--- src/jvae_pkg.sv ---
// Package for the joint velocity/acceleration estimator.
// Field widths, fixed-point sizes, control structs, FSM states and tap helpers.
// No dependencies.
`timescale 1ns / 1ps
`default_nettype none

package jvae_pkg;

  localparam int JOINT_W   = 4;
  localparam int POS_W     = 32;
  localparam int INV_W     = 25;
  localparam int COEF_W    = 8;
  localparam int MAC_A_W   = 34;
  localparam int MAC_B_W   = 25;
  localparam int PROD_W    = MAC_A_W + MAC_B_W + 1;
  localparam int ACC_W     = 67;
  localparam int SUM_W     = 41;
  localparam int MAG_W     = 40;
  localparam int MAG_HALF  = MAG_W / 2;
  localparam int CFG_IDX_W = 1;

  localparam int S_TDATA_W = 40;
  localparam int M_TDATA_W = 72;
  localparam int M_TUSER_W = 2;

  localparam logic [INV_W-1:0]   INV_STEP_RESET = INV_W'(13107);
  localparam logic [JOINT_W-1:0] ACTIVE_RESET   = JOINT_W'(11);

  localparam logic [CFG_IDX_W-1:0] CFG_INV_STEP      = 1'b0;
  localparam logic [CFG_IDX_W-1:0] CFG_ACTIVE_JOINTS = 1'b1;

  typedef enum logic [3:0] {
    ST_IDLE,
    ST_WRPOS,
    ST_RD,
    ST_TAP,
    ST_DRAIN,
    ST_ABS,
    ST_SC_LO,
    ST_SC_HI,
    ST_WAIT,
    ST_SAT,
    ST_WRVEL,
    ST_OUT
  } ctrl_state_e;

  typedef struct packed {
    logic valid;
    logic clear;
    logic shift_hi;
  } mac_op_t;

  typedef struct packed {
    logic               we;
    logic               sel;
    logic [JOINT_W-1:0] joint;
  } win_ctrl_t;

  typedef struct packed {
    logic [JOINT_W-1:0] joint;
    logic [POS_W-1:0]   vel;
    logic               vel_ok;
    logic [POS_W-1:0]   acc;
    logic               acc_ok;
  } result_t;

  // Binomial coefficient by Pascal's rule.
  function automatic int binom(int n, int k);
    int c [16];
    int i;
    int j;
    if (k < 0 || k > n || n > 15) return 0;
    for (i = 0; i < 16; i++) c[i] = 0;
    c[0] = 1;
    for (i = 1; i <= n; i++) begin
      for (j = i; j >= 1; j--) c[j] = c[j] + c[j-1];
    end
    return c[k];
  endfunction

  // Tap k of the smooth differentiator (numerator, scale 2^(2m+1) applied later).
  function automatic int tap_coef(int taps, int k);
    int m;
    m = (taps - 3) >> 1;
    return binom(2 * m, m - k + 1) - binom(2 * m, m - k - 1);
  endfunction

endpackage

`default_nettype wire

--- src/jvae_ctrl.sv ---
// Sequencer: window writes, tap loop on the shared MAC, scaling, rounding,
// saturation and frame fill counters. Depends on jvae_pkg.
`timescale 1ns / 1ps
`default_nettype none

module jvae_ctrl #(
  parameter int FILTER_TAPS = 5,
  parameter int MAX_JOINTS  = 11
) (
  input  logic                                clk_i,
  input  logic                                rst_ni,
  input  logic                                in_valid_i,
  output logic                                in_ready_o,
  input  logic [jvae_pkg::JOINT_W-1:0]        in_joint_i,
  input  logic [jvae_pkg::POS_W-1:0]          in_pos_i,
  input  logic                                in_last_i,
  input  logic [jvae_pkg::INV_W-1:0]          inv_step_i,
  input  logic [jvae_pkg::JOINT_W-1:0]        active_joints_i,
  output jvae_pkg::win_ctrl_t                 win_ctrl_o,
  output logic [jvae_pkg::POS_W-1:0]          win_wdata_o,
  output logic [$clog2(FILTER_TAPS)-1:0]      rd_off_a_o,
  output logic [$clog2(FILTER_TAPS)-1:0]      rd_off_b_o,
  input  logic [jvae_pkg::POS_W-1:0]          rdata_a_i,
  input  logic [jvae_pkg::POS_W-1:0]          rdata_b_i,
  output jvae_pkg::mac_op_t                   mac_op_o,
  output logic signed [jvae_pkg::MAC_A_W-1:0] mac_a_o,
  output logic [jvae_pkg::MAC_B_W-1:0]        mac_b_o,
  input  logic signed [jvae_pkg::ACC_W-1:0]   acc_i,
  input  logic                                out_free_i,
  output logic                                res_load_o,
  output jvae_pkg::result_t                   res_o
);
  import jvae_pkg::*;

  localparam int IDX_W = $clog2(FILTER_TAPS);
  localparam int HALF  = (FILTER_TAPS - 1) / 2;
  localparam int K_W   = $clog2(HALF + 1);
  localparam int SH    = 2 * ((FILTER_TAPS - 3) / 2) + 17;
  localparam logic [IDX_W-1:0] FULL  = IDX_W'(FILTER_TAPS - 1);
  localparam logic [ACC_W-1:0] ROUND = ACC_W'(1) << (SH - 1);

  ctrl_state_e state_q, state_d;

  logic [JOINT_W-1:0] joint_q;
  logic [POS_W-1:0]   pos_q;
  logic               vel_go_q;
  logic               acc_go_q;
  logic               phase_q;
  logic [K_W-1:0]     k_q;
  logic               neg_q;
  logic [MAG_W-1:0]   mag_q;
  logic [POS_W-1:0]   vel_q;
  logic [POS_W-1:0]   accel_q;
  logic [IDX_W-1:0]   pfill_q;
  logic [IDX_W-1:0]   vfill_q;

  logic               accept;
  logic               in_range;
  logic [K_W-1:0]     rd_k;
  logic [COEF_W-1:0]  coef_lut [1:HALF];
  logic signed [MAC_A_W-1:0] ra_ext;
  logic signed [MAC_A_W-1:0] rb_ext;
  logic signed [SUM_W-1:0]   tap_sum;
  logic signed [SUM_W-1:0]   tap_neg;
  logic [ACC_W-1:0]   sum_r;
  logic [ACC_W-1:0]   q;
  logic [POS_W-1:0]   sat_res;

  for (genvar g = 1; g <= HALF; g++) begin : g_coef
    assign coef_lut[g] = COEF_W'(tap_coef(FILTER_TAPS, g));
  end

  assign accept   = in_valid_i && (state_q == ST_IDLE);
  assign in_range = (in_joint_i < active_joints_i) &&
                    ({1'b0, in_joint_i} < (JOINT_W+1)'(MAX_JOINTS));

  assign ra_ext  = MAC_A_W'($signed(rdata_a_i));
  assign rb_ext  = MAC_A_W'($signed(rdata_b_i));
  assign tap_sum = acc_i[SUM_W-1:0];
  assign tap_neg = -tap_sum;

  // round half up on the magnitude, then clamp to Q16.16 range
  assign sum_r = $unsigned(acc_i) + ROUND;
  assign q     = sum_r >> SH;
  always_comb begin
    if (|q[ACC_W-1:POS_W-1]) begin
      sat_res = neg_q ? {1'b1, {(POS_W-1){1'b0}}} : {1'b0, {(POS_W-1){1'b1}}};
    end else begin
      sat_res = neg_q ? -q[POS_W-1:0] : q[POS_W-1:0];
    end
  end

  always_comb begin
    state_d = state_q;
    unique case (state_q)
      ST_IDLE:  if (in_valid_i) state_d = in_range ? ST_WRPOS : ST_OUT;
      ST_WRPOS: state_d = vel_go_q ? ST_RD : ST_OUT;
      ST_RD:    state_d = ST_TAP;
      ST_TAP:   if (k_q == K_W'(HALF)) state_d = ST_DRAIN;
      ST_DRAIN: state_d = ST_ABS;
      ST_ABS:   state_d = ST_SC_LO;
      ST_SC_LO: state_d = ST_SC_HI;
      ST_SC_HI: state_d = ST_WAIT;
      ST_WAIT:  state_d = ST_SAT;
      ST_SAT:   state_d = phase_q ? ST_OUT : ST_WRVEL;
      ST_WRVEL: state_d = acc_go_q ? ST_RD : ST_OUT;
      ST_OUT:   if (out_free_i) state_d = ST_IDLE;
      default:  state_d = ST_IDLE;
    endcase
  end

  always_comb begin
    in_ready_o       = 1'b0;
    win_ctrl_o.we    = 1'b0;
    win_ctrl_o.sel   = phase_q;
    win_ctrl_o.joint = joint_q;
    win_wdata_o      = pos_q;
    rd_k             = K_W'(1);
    mac_op_o         = '0;
    mac_a_o          = '0;
    mac_b_o          = inv_step_i;
    res_load_o       = 1'b0;
    unique case (state_q)
      ST_IDLE:  in_ready_o = 1'b1;
      ST_WRPOS: begin
        win_ctrl_o.we  = 1'b1;
        win_ctrl_o.sel = 1'b0;
      end
      ST_TAP: begin
        rd_k           = (k_q == K_W'(HALF)) ? k_q : k_q + K_W'(1);
        mac_op_o.valid = 1'b1;
        mac_op_o.clear = (k_q == K_W'(1));
        mac_a_o        = ra_ext - rb_ext;
        mac_b_o        = MAC_B_W'(coef_lut[k_q]);
      end
      ST_SC_LO: begin
        mac_op_o.valid = 1'b1;
        mac_op_o.clear = 1'b1;
        mac_a_o        = MAC_A_W'(mag_q[MAG_HALF-1:0]);
      end
      ST_SC_HI: begin
        mac_op_o.valid    = 1'b1;
        mac_op_o.shift_hi = 1'b1;
        mac_a_o           = MAC_A_W'(mag_q[MAG_W-1:MAG_HALF]);
      end
      ST_WRVEL: begin
        win_ctrl_o.we  = 1'b1;
        win_ctrl_o.sel = 1'b1;
        win_wdata_o    = vel_q;
      end
      ST_OUT:   res_load_o = out_free_i;
      default: ;
    endcase
  end

  assign rd_off_a_o = IDX_W'(HALF) + IDX_W'(rd_k);
  assign rd_off_b_o = IDX_W'(HALF) - IDX_W'(rd_k);

  assign res_o.joint  = joint_q;
  assign res_o.vel    = vel_go_q ? vel_q : '0;
  assign res_o.vel_ok = vel_go_q;
  assign res_o.acc    = acc_go_q ? accel_q : '0;
  assign res_o.acc_ok = acc_go_q;

  always_ff @(posedge clk_i or negedge rst_ni) begin
    if (!rst_ni) begin
      state_q  <= ST_IDLE;
      vel_go_q <= 1'b0;
      acc_go_q <= 1'b0;
      phase_q  <= 1'b0;
      k_q      <= '0;
      pfill_q  <= '0;
      vfill_q  <= '0;
    end else begin
      state_q <= state_d;
      if (accept) begin
        vel_go_q <= in_range && (pfill_q == FULL);
        acc_go_q <= in_range && (pfill_q == FULL) && (vfill_q == FULL);
        if (in_last_i) begin
          if (pfill_q < FULL) pfill_q <= pfill_q + IDX_W'(1);
          else if (vfill_q < FULL) vfill_q <= vfill_q + IDX_W'(1);
        end
      end
      if (state_q == ST_WRPOS) phase_q <= 1'b0;
      if (state_q == ST_WRVEL) phase_q <= 1'b1;
      if (state_q == ST_RD) k_q <= K_W'(1);
      else if (state_q == ST_TAP) k_q <= k_q + K_W'(1);
    end
  end

  always_ff @(posedge clk_i) begin
    if (accept) begin
      joint_q <= in_joint_i;
      pos_q   <= in_pos_i;
    end
    if (state_q == ST_ABS) begin
      neg_q <= tap_sum[SUM_W-1];
      mag_q <= tap_sum[SUM_W-1] ? MAG_W'(tap_neg) : MAG_W'(tap_sum);
    end
    if (state_q == ST_SAT) begin
      if (phase_q) accel_q <= sat_res;
      else vel_q <= sat_res;
    end
  end

endmodule

`default_nettype wire

--- config.mk ---
export PLATFORM = sky130hd
export DESIGN_NAME = jvae_ctrl
export DESIGN_NICKNAME = d
export VERILOG_FILES = /design/src/jvae_pkg.sv /design/src/jvae_ctrl.sv
export SDC_FILE = /design/constraint.sdc
export NUM_CORES = 1
export LEC_CHECK = 0
export BUFFER_PORTS_ARGS = -buffer_cell sky130_fd_sc_hd__buf_2
export CORE_MARGIN = 3
export CORE_UTILIZATION = 55
export CTS_CLUSTER_DIAMETER = 50
export DETAILED_ROUTE_END_ITERATION = 16
export PLACE_DENSITY = 0.84
export SLEW_MARGIN = 10
export SYNTH_ARGS = -nofsm -noshare
export SYNTH_HDL_FRONTEND = slang
export SYNTH_SLANG_ARGS = --single-unit
--- constraint.sdc ---
create_clock -name clk_i -period 8.2 [get_ports clk_i]
set_input_delay 0.82 -clock clk_i [delete_from_list [all_inputs] [get_ports clk_i]]
set_output_delay 0.82 -clock clk_i [all_outputs]
set_load 0.1 [all_outputs]
# Yosys cells after proc, flatten, opt, wreduce, memory -nomap -nowiden
# Cells that the tools add are included.
[word_totals]
mem_count = 0
ramBits = 0
rom_bits = 0
out_inout_bits = 178
regBits = 156
latchBits = 0
word_cells = 94
[classes]
add_sub_neg = 9
magnitude_cmp = 5
reduce_logical = 14
eq_ne = 18
muxes = 32
n_shift = 0
div = 0
multipliers = 0
n_bitwise = 3
[op_table]
columns = ["operator", "count"]
rows = [
  ["$mux 32", 6],
  ["$pmux 34 s3", 1],
  ["$add 67x19->67 const B", 1],
  ["$pmux 4 s12", 1],
  ["$mux 40", 1],
  ["$neg 40->40", 1],
  ["$sub 32x32->33", 1],
  ["$neg 32->32", 1],
  ["$mux 25", 1],
  ["$mux 4", 6],
  ["$reduce_or 17->1", 1],
  ["$bmux 8 s2", 1],
  ["$eq 4x3->1 const B", 4],
  ["$eq 4x4->1 const B", 4],
  ["$mux 8", 2],
  ["$eq 4x2->1 const B", 2],
  ["$mux 2", 4],
  ["$mux 1", 7],
  ["$add 3x1->3 const B", 2],
  ["$eq 3x3->1 const B", 2],
  ["$lt 3x3->1 const B", 2],
  ["$ne 2x2->1 const B", 3],
  ["$reduce_and 3->1", 2],
  ["$eq 4x1->1 const B", 1],
  ["other kinds (18)", 24],
]

# Logic depth before layout (Yosys ltp)
# Gate-level depths: netlist (run 1).
[logic_depth]
depth_word = 5
depth_mapped = 12
mapped_depth_nobuf = 11

# Least setup slack after synthesis (run 1)
# No wires, ideal clock.
[synth_timing]
path_type = "in2out"
start = "in rdata_b_i[8] in the netlist's numbering"
end = "out mac_a_o[27] in the netlist's numbering"
n_path_buf = 1
arrival_time_ns = 4.957
setup_slack_ns = 2.423
path_stages = 11
required_time_ns = 7.380
path_cell_list = "inv_1 -> ha_1 -> clkbuf_1 -> nand3_1 -> or3_1 -> a211oi_1 -> o311ai_1 -> a21o_1 -> a211o_1 -> nand3_1 -> nor3b_1"
[synth_via]
elab_chain_cells = 2
[synth_lines]
columns = ["element", "line_no", "rtl"]
rows = [
  ["start, declared", "jvae_ctrl.sv:24", "input logic [jvae_pkg::POS_W-1:0] rdata_b_i,"],
  ["$sub 32x32->33", "jvae_ctrl.sv:133", "mac_a_o = ra_ext - rb_ext;"],
  ["$pmux 34 s3", "jvae_ctrl.sv:123", "unique case (state_q)"],
  ["end, declared", "jvae_ctrl.sv:26", "output logic signed [jvae_pkg::MAC_A_W-1:0] mac_a_o,"],
]
# Every way passes these cells.

# Final worst setup path (run 1)
[layout_timing]
start = "in rdata_b_i[8] in the netlist's numbering"
end = "out mac_a_o[29] in the netlist's numbering"
# The elaborated chain is that of the path after synthesis.

==> results of run 1 <==
[per-stage QoR]
| step | instance area [µm²] | total power, W | std cells |
|---|---|---|---|
| after floorplan | 12100 | 0.00302 | 1313 |
| after global placement | 14000 | 0.00340 | 1883 |
| after detailed placement | 14000 | 0.00343 | 1883 |
| after CTS | 14600 | 0.00423 | 1915 |
| after global routing | 14600 | 0.00437 | 1915 |
| final | 14600 | 0.00422 | 1915 |
[flip-flops by register name, summed over array words and instances, names as in the netlist]
register  count
acc_go_q      1
joint_q       4
vel_q        32
pfill_q       3
phase_q       1
neg_q         1
accel_q      32
vfill_q       3
mag_q        40
k_q           2
state_q       4
pos_q        32
vel_go_q      1
[area by class of cell]
class,instances,area [µm²]
fill,1701,6730
clock buffer,17,425
multi-input combinational,997,6850
timing repair buffer,385,1940
tap,275,344
clock inverter,15,188
inverter,70,263
sequential,156,4610
[worst max-delay path by stage]
stage / from / endpoint / slack (ns) / depth (start not counted)
floorplan: rdata_b_i[8] / mac_a_o[27] / 2.42 / 11
global placement: acc_i[40] / accel_q[1] / 3.54 / 9
detailed placement: acc_i[40] / vel_q[1] / 3.37 / 9
CTS: rdata_b_i[8] / mac_a_o[29] / 3.61 / 12
global route: acc_i[40] / vel_q[2] / 3.35 / 9
finish: rdata_b_i[8] / mac_a_o[29] / 3.51 / 12
[logic make-up (layout without fill, tap and decap cells)]
kind of cell,after synthesis,in the layout,synth area share [%]
buffers and inverters,160,487,5.61
adders and majority gates,48,48,5.02
and+or+nand+nor,497,497,22.6
muxes,53,53,4.71
AOI/OAI and AO/OA,305,305,17.2
DFF,156,156,38.1
xor gates and xnor gates,94,94,6.80
[power breakdown]
group          switching (W)  total, W  internal (W)
sequential         0.0000826   0.00106      0.000978
combinational        0.00193   0.00236      0.000425
clock               0.000387  0.000805      0.000418
total                0.00240   0.00422       0.00182
[routing by layer]
metal	vias to the layer above	track usage, %	part of all wire (%)	wire length [µm]
met5	-	0	0	0
met4	0	8.33	2.6	1020
met3	64	3.92	8.6	3330
met2	627	52.9	49	19000
met1	5416	41.2	40	15300
li1	5437	-	-	-
[cells in the final DEF (no fill, tap or decap), types with 19 or more instances in the layout]
cell	instances
sky130_fd_sc_hd__ha_1	47
sky130_fd_sc_hd__and2_1	101
sky130_fd_sc_hd__nor3_1	29
sky130_fd_sc_hd__inv_1	69
sky130_fd_sc_hd__a22oi_1	20
sky130_fd_sc_hd__or3_1	19
sky130_fd_sc_hd__xnor2_1	72
sky130_fd_sc_hd__edfxtp_1	141
sky130_fd_sc_hd__mux2i_1	21
sky130_fd_sc_hd__xor2_1	22
sky130_fd_sc_hd__buf_2	378
sky130_fd_sc_hd__nor2_1	67
sky130_fd_sc_hd__nand4_1	30
sky130_fd_sc_hd__nand3_1	45
sky130_fd_sc_hd__a21oi_1	60
sky130_fd_sc_hd__mux2_2	32
sky130_fd_sc_hd__o21ai_0	61
sky130_fd_sc_hd__nand2_1	104
sky130_fd_sc_hd__a21o_1	44
sky130_fd_sc_hd__o31ai_1	22
[critical path, delay by kind of cell]
| kind | cells | cell delay (ns) |
|---|---|---|
| AO/OA/AOI/OAI | 4 | 1.23 |
| adder cells (fa/ha/maj) | 1 | 0.42 |
| buffers and inverters | 3 | 0.59 |
| AND/OR/NAND/NOR | 4 | 0.81 |
==> results.md, run 1 <==
- CP Max Fanout: 8
- Number of maximum-capacitance violations: 0
- DR DRC count: 0
- Global-route wire length before repair: approximately 59000 µm
- Die extent in x: 154 µm
- Pin count of the biggest net entering global routing: 60
- Final setup viols: 0
- Tot GR Track Use: a little under a third
- Post-synth top cells: 141 x sky130_fd_sc_hd__edfxtp_1, 104 x sky130_fd_sc_hd__nand2_1, 101 x sky130_fd_sc_hd__and2_1
- Initial antenna violation count: 0
- Weighted congestion reported at the end of routability-driven placement: 0.927
- Sum of negative setup slack: 0 ns
- Register-to-register path setup slack: ~5.3 ns
- Clock Pin Slew Worst Setup and Hold Paths: roughly 0.080 ns
- Worst reg-to-reg path cell count: 10
- Ratio of total power to cell area: 289 mW/mm²
- I/O pin cnt: 379
- Synth warnings: 0
- Launching element type of the critical path: input port
- Fraction of the core area covered by cells at the end of the flow: between 60% and 70%
- Length of the first detailed-routing pass in iterations: 5
- Post-synth ARST share: about 9.6%
- Worst Skew: around 0.014 ns
- Placement-stage worst setup slack: 3.37 ns
- Clock tree buffer depth: 2
- Detailed Route WL: about 39000 µm
- Syn nets: approximately 1.6k
- Iter 0 DRT Violations: 1210
- Fin worst setup slack: ~3.5 ns
- # rows: 53
- Count of final max-slew check failures: 0
- Number of enable-type register cells in the synthesized netlist: 141
- Synthesized instance count: between 1k and 1.5k
- VDD IR max: between 150 and 200 µV
- Antenna Cells: 0
- Die boundary height: around 150 µm
- Post-Synthesis Cell Area: 0.0121 mm²
- Top-count cell post-synth: sky130_fd_sc_hd__edfxtp_1
- Highest attainable clock frequency: between 200 and 250 MHz
- Run status: finished clean
- Clock latency on the worst-skew pair: between 0.4 and 0.5 ns
- Final worst hold slack: 0.291 ns
- Worst Path Required: around 7.4 ns
- Source of the worst register-to-register timing path: state_q[2]
- Data arrival time of the critical path: approximately 3.9 ns
- Largest area contributor in the netlist: sky130_fd_sc_hd__edfxtp_1
- Number of gates resized after CTS: 0
- Final hold violations: 0
- Number of buffers inserted for hold repair after clock tree synthesis: 0
- Buffer cell driving the clock tree root: sky130_fd_sc_hd__clkbuf_16
- Via count: roughly 12k
- Post-synthesis sequential element count: ~160
- Die area: approximately 0.024 mm²
- Via count of the first global-routing pass: about 11k
- Number of distinct standard cells referenced by the synthesized netlist: 78
- Post-detailed-route count of antenna-violating nets: 0
- Post-CTS setup buffers: 0
- TritonCTS clock tree: built
- Ordered cell list for the critical path: buf_2 > inv_1 > ha_1 > nand3_1 > or3_1 > a211oi_1 > o31ai_1 > a211oi_1 > o2111ai_1 > nand3_1 > nor3b_1 > buf_2
- Area Overhead vs Synth: 20.8%
- Class of the most critical setup path: in2out
- Slew HR: 30.4%
- Reg2reg end: vfill_q[1]
- Fraction of layout cells with a size suffix above 1: 29.2%
- Share of the clock period used by the worst path: 57.2%
- Vias/cell: about 6
- Register area share after synthesis: between 30% and 40%
- Clock sinks: approximately 160
- Area fraction of the dominant cell type after synthesis: a little over a third
- Leading register cell type out of synthesis: sky130_fd_sc_hd__edfxtp_1
- Port bufs: about 380
- Maximum cell stage delay along the critical path: about 0.5 ns
- Unrepaired setup endpoints after global routing: no
- Starting density of the core: between 50% and 60%
- Biggest area contributors in the synthesized netlist: sky130_fd_sc_hd__edfxtp_1 35%, sky130_fd_sc_hd__and2_1 5.2%, sky130_fd_sc_hd__xnor2_1 5.2%
- Final routed wire length divided by cell count: 20.2 µm
- Aggregate global routing overflow: 0
- Post-DP HPWL: 30100 µm
- Master of the slowest instance on the critical path: sky130_fd_sc_hd__buf_2
- Leak pwr: 6.37 nW
- Count of nets after finishing: 1876
- CTS buffer count: 17
- Endpoint type of the worst setup path: output pin
- Class of the worst hold path: in2async
- Core ar.: 0.0214 mm²
- Depth of the CTS H-tree: 4
- Post-synthesis average cell area: between 9 and 10 µm²
- Minimum clock period after layout: about 4.7 ns
- Worst Tran Pin Value: around 1.0 ns
No activity file was read; power rests on OpenSTA's default activity.
==> run 2, diff against run 1 <==
- CORE_UTILIZATION: 55 -> 53
- PLACE_DENSITY: 0.84 -> 0.81
- clock period: 8.2 -> 4.4 ns (I/O delays scaled with it)
==> run 2 against run 1 <==
Compared with the run above: critical path depth did not move; via count fell by 0.38%; setup slack lost 3.1 ns; largest cell class unchanged.
==> results.md, run 2 (synthesis gave the netlist of run 1 again) <==
- Run status: finished clean
- Share of the clock period used by the worst path: 90.2%
- Class of the worst hold path: in2reg
- Final routed wire length divided by cell count: approximately 20 µm
- Post-detailed-route count of antenna-violating nets: 0
- Final hold violations: 0
- Final cell count without fillers: just under 2k
- Leak pwr: around 6.4 nW
- Clock tree buffer depth: 2
- Weighted congestion reported at the end of routability-driven placement: between 0.9 and 1
- Starting density of the core: a little over half
- Flip-flop count of the largest register, all copies and words added: 40
- Die extent in x: between 150 and 200 µm
- Clock sinks: 156
- Post-CTS setup buffers: 0
- Port bufs: roughly 380
- Via count of the first global-routing pass: ~11k
- Count of nets after finishing: 1883
- Slew HR: approximately a third
- Core ar.: 0.0222 mm²
- Final setup viols: 0
- Inst Count DP: roughly 1.9k
- Fraction of layout cells with a size suffix above 1: between 20% and 30%
- Tot Pwr: 0.00792 W
- Launching element type of the critical path: input port
- Depth of the CTS H-tree: 4
- Class of the most critical setup path: in2out
- Clock latency on the worst-skew pair: 0.44 ns
- Detailed Route WL: around 39000 µm
- Global-route wire length before repair: ~57000 µm
- Vias/cell: 5.96
- Count of final max-slew check failures: 0
- Worst Tran Pin Value: just over 1 ns
- TritonCTS clock tree: built
- Endpoint type of the worst setup path: output pin
- Leading cell type in the layout, fill and taps excluded: sky130_fd_sc_hd__buf_2
- Fin worst setup slack: approximately 0.43 ns
- Tot GR Track Use: 29.6%
- Via count: 11.5k
- Initial antenna violation count: 4
- Worst Skew: ~0.014 ns
- Number of maximum-capacitance violations: 0
- I/O pin cnt: about 380
- Pin count of the biggest net entering global routing: 60
- VDD IR max: 401 µV
- Placement-stage worst setup slack: 0.334 ns
- Worst Path Required: between 3 and 4 ns
- Iter 0 DRT Violations: 942
- Top library cells by usage in the layout, fill and taps aside: 378 x sky130_fd_sc_hd__buf_2, 141 x sky130_fd_sc_hd__edfxtp_1, 104 x sky130_fd_sc_hd__nand2_1
- Data arrival time of the critical path: around 3.5 ns
- Post-DP HPWL: roughly 30000 µm
- Minimum clock period after layout: 3.97 ns
- # rows: 54
- Ratio of total power to cell area: between 500 and 600 mW/mm²
- Register with the highest flop count: mag_q
- CTS buffer count: 17
- CP Max Fanout: 7
- Clock Pin Slew Worst Setup and Hold Paths: around 0.08 ns
- Area Overhead vs Synth: 21.6%
- Aggregate global routing overflow: 0
- DR DRC count: 0
- Length of the first detailed-routing pass in iterations: 6
- Buffer cell driving the clock tree root: sky130_fd_sc_hd__clkbuf_16
- Unrepaired setup endpoints after global routing: no
- Die area: between 0.02 and 0.025 mm²
- Highest attainable clock frequency: 252 MHz
- Die boundary height: roughly 160 µm
run 2: layout make-up:
type / count / area, µm²
fillers: 1849 / 7440
multi-input cells: 997 / 6870
flip-flops and latches: 156 / 4610
repair buffers: 392 / 2010
clock buffers: 18 / 439
well taps: 280 / 350
inverters: 70 / 263
clock inverters: 14 / 171
diodes: 3 / 7.51
run 2: routing by layer:
metal,global-route usage [%],routed length [µm]
met5,0,13
met4,12.6,1320
met3,4.95,2840
met2,49.8,18800
met1,38.0,15600
run 2: report_power, final:
part	switching [W]	total, W	internal (W)
Sequential	0.000149	0.00197	0.00182
Clock	0.000688	0.00152	0.000829
Combinational	0.00362	0.00443	0.000812
run 2: timing repair:
action,CTS,global route
resized for setup,0,0
endpoints found under the hold margin,15,0
hold buffers,1,0
run 2: stage by stage:
stage	TNS (ns)	instance area (µm²)	hold WS, ns	utilization [%]
detailed placement	0	14100	0.368	63.6
floorplan	-2.64	12100	0.144	-
global route	0	14700	0.154	66.4
CTS	0	14700	0.157	66.4
finish	0	14700	0.173	66.4
global placement	0	14100	0.367	63.6
run 2: critical path, stage by stage:
cell and delay, ns:
sky130_fd_sc_hd__buf_2 0.07, sky130_fd_sc_hd__inv_1 0.05, sky130_fd_sc_hd__ha_1 0.44, sky130_fd_sc_hd__nand4_1 0.17, sky130_fd_sc_hd__or3_1 0.34, sky130_fd_sc_hd__a211oi_1 0.48
sky130_fd_sc_hd__o31ai_1 0.17, sky130_fd_sc_hd__a211oi_1 0.41, sky130_fd_sc_hd__o2111ai_1 0.22, sky130_fd_sc_hd__nand3_1 0.13, sky130_fd_sc_hd__nor3b_2 0.15, sky130_fd_sc_hd__buf_2 0.44
run 2: final timing paths:
path                            slack [ns]     startpoint  cells after the start           to
worst max-delay path                  0.43  rdata_b_i[11]                     12  mac_a_o[29]
worst min-delay path                  0.17   in_pos_i[29]                      1    pos_q[29]
worst max register to register        1.75     state_q[1]                      9   vfill_q[1]
worst min register to register        0.50         k_q[0]                      1       k_q[0]
max in group asynchronous             3.63         rst_ni                      2      phase_q
min in group asynchronous             0.49         rst_ni                      2   vfill_q[0]
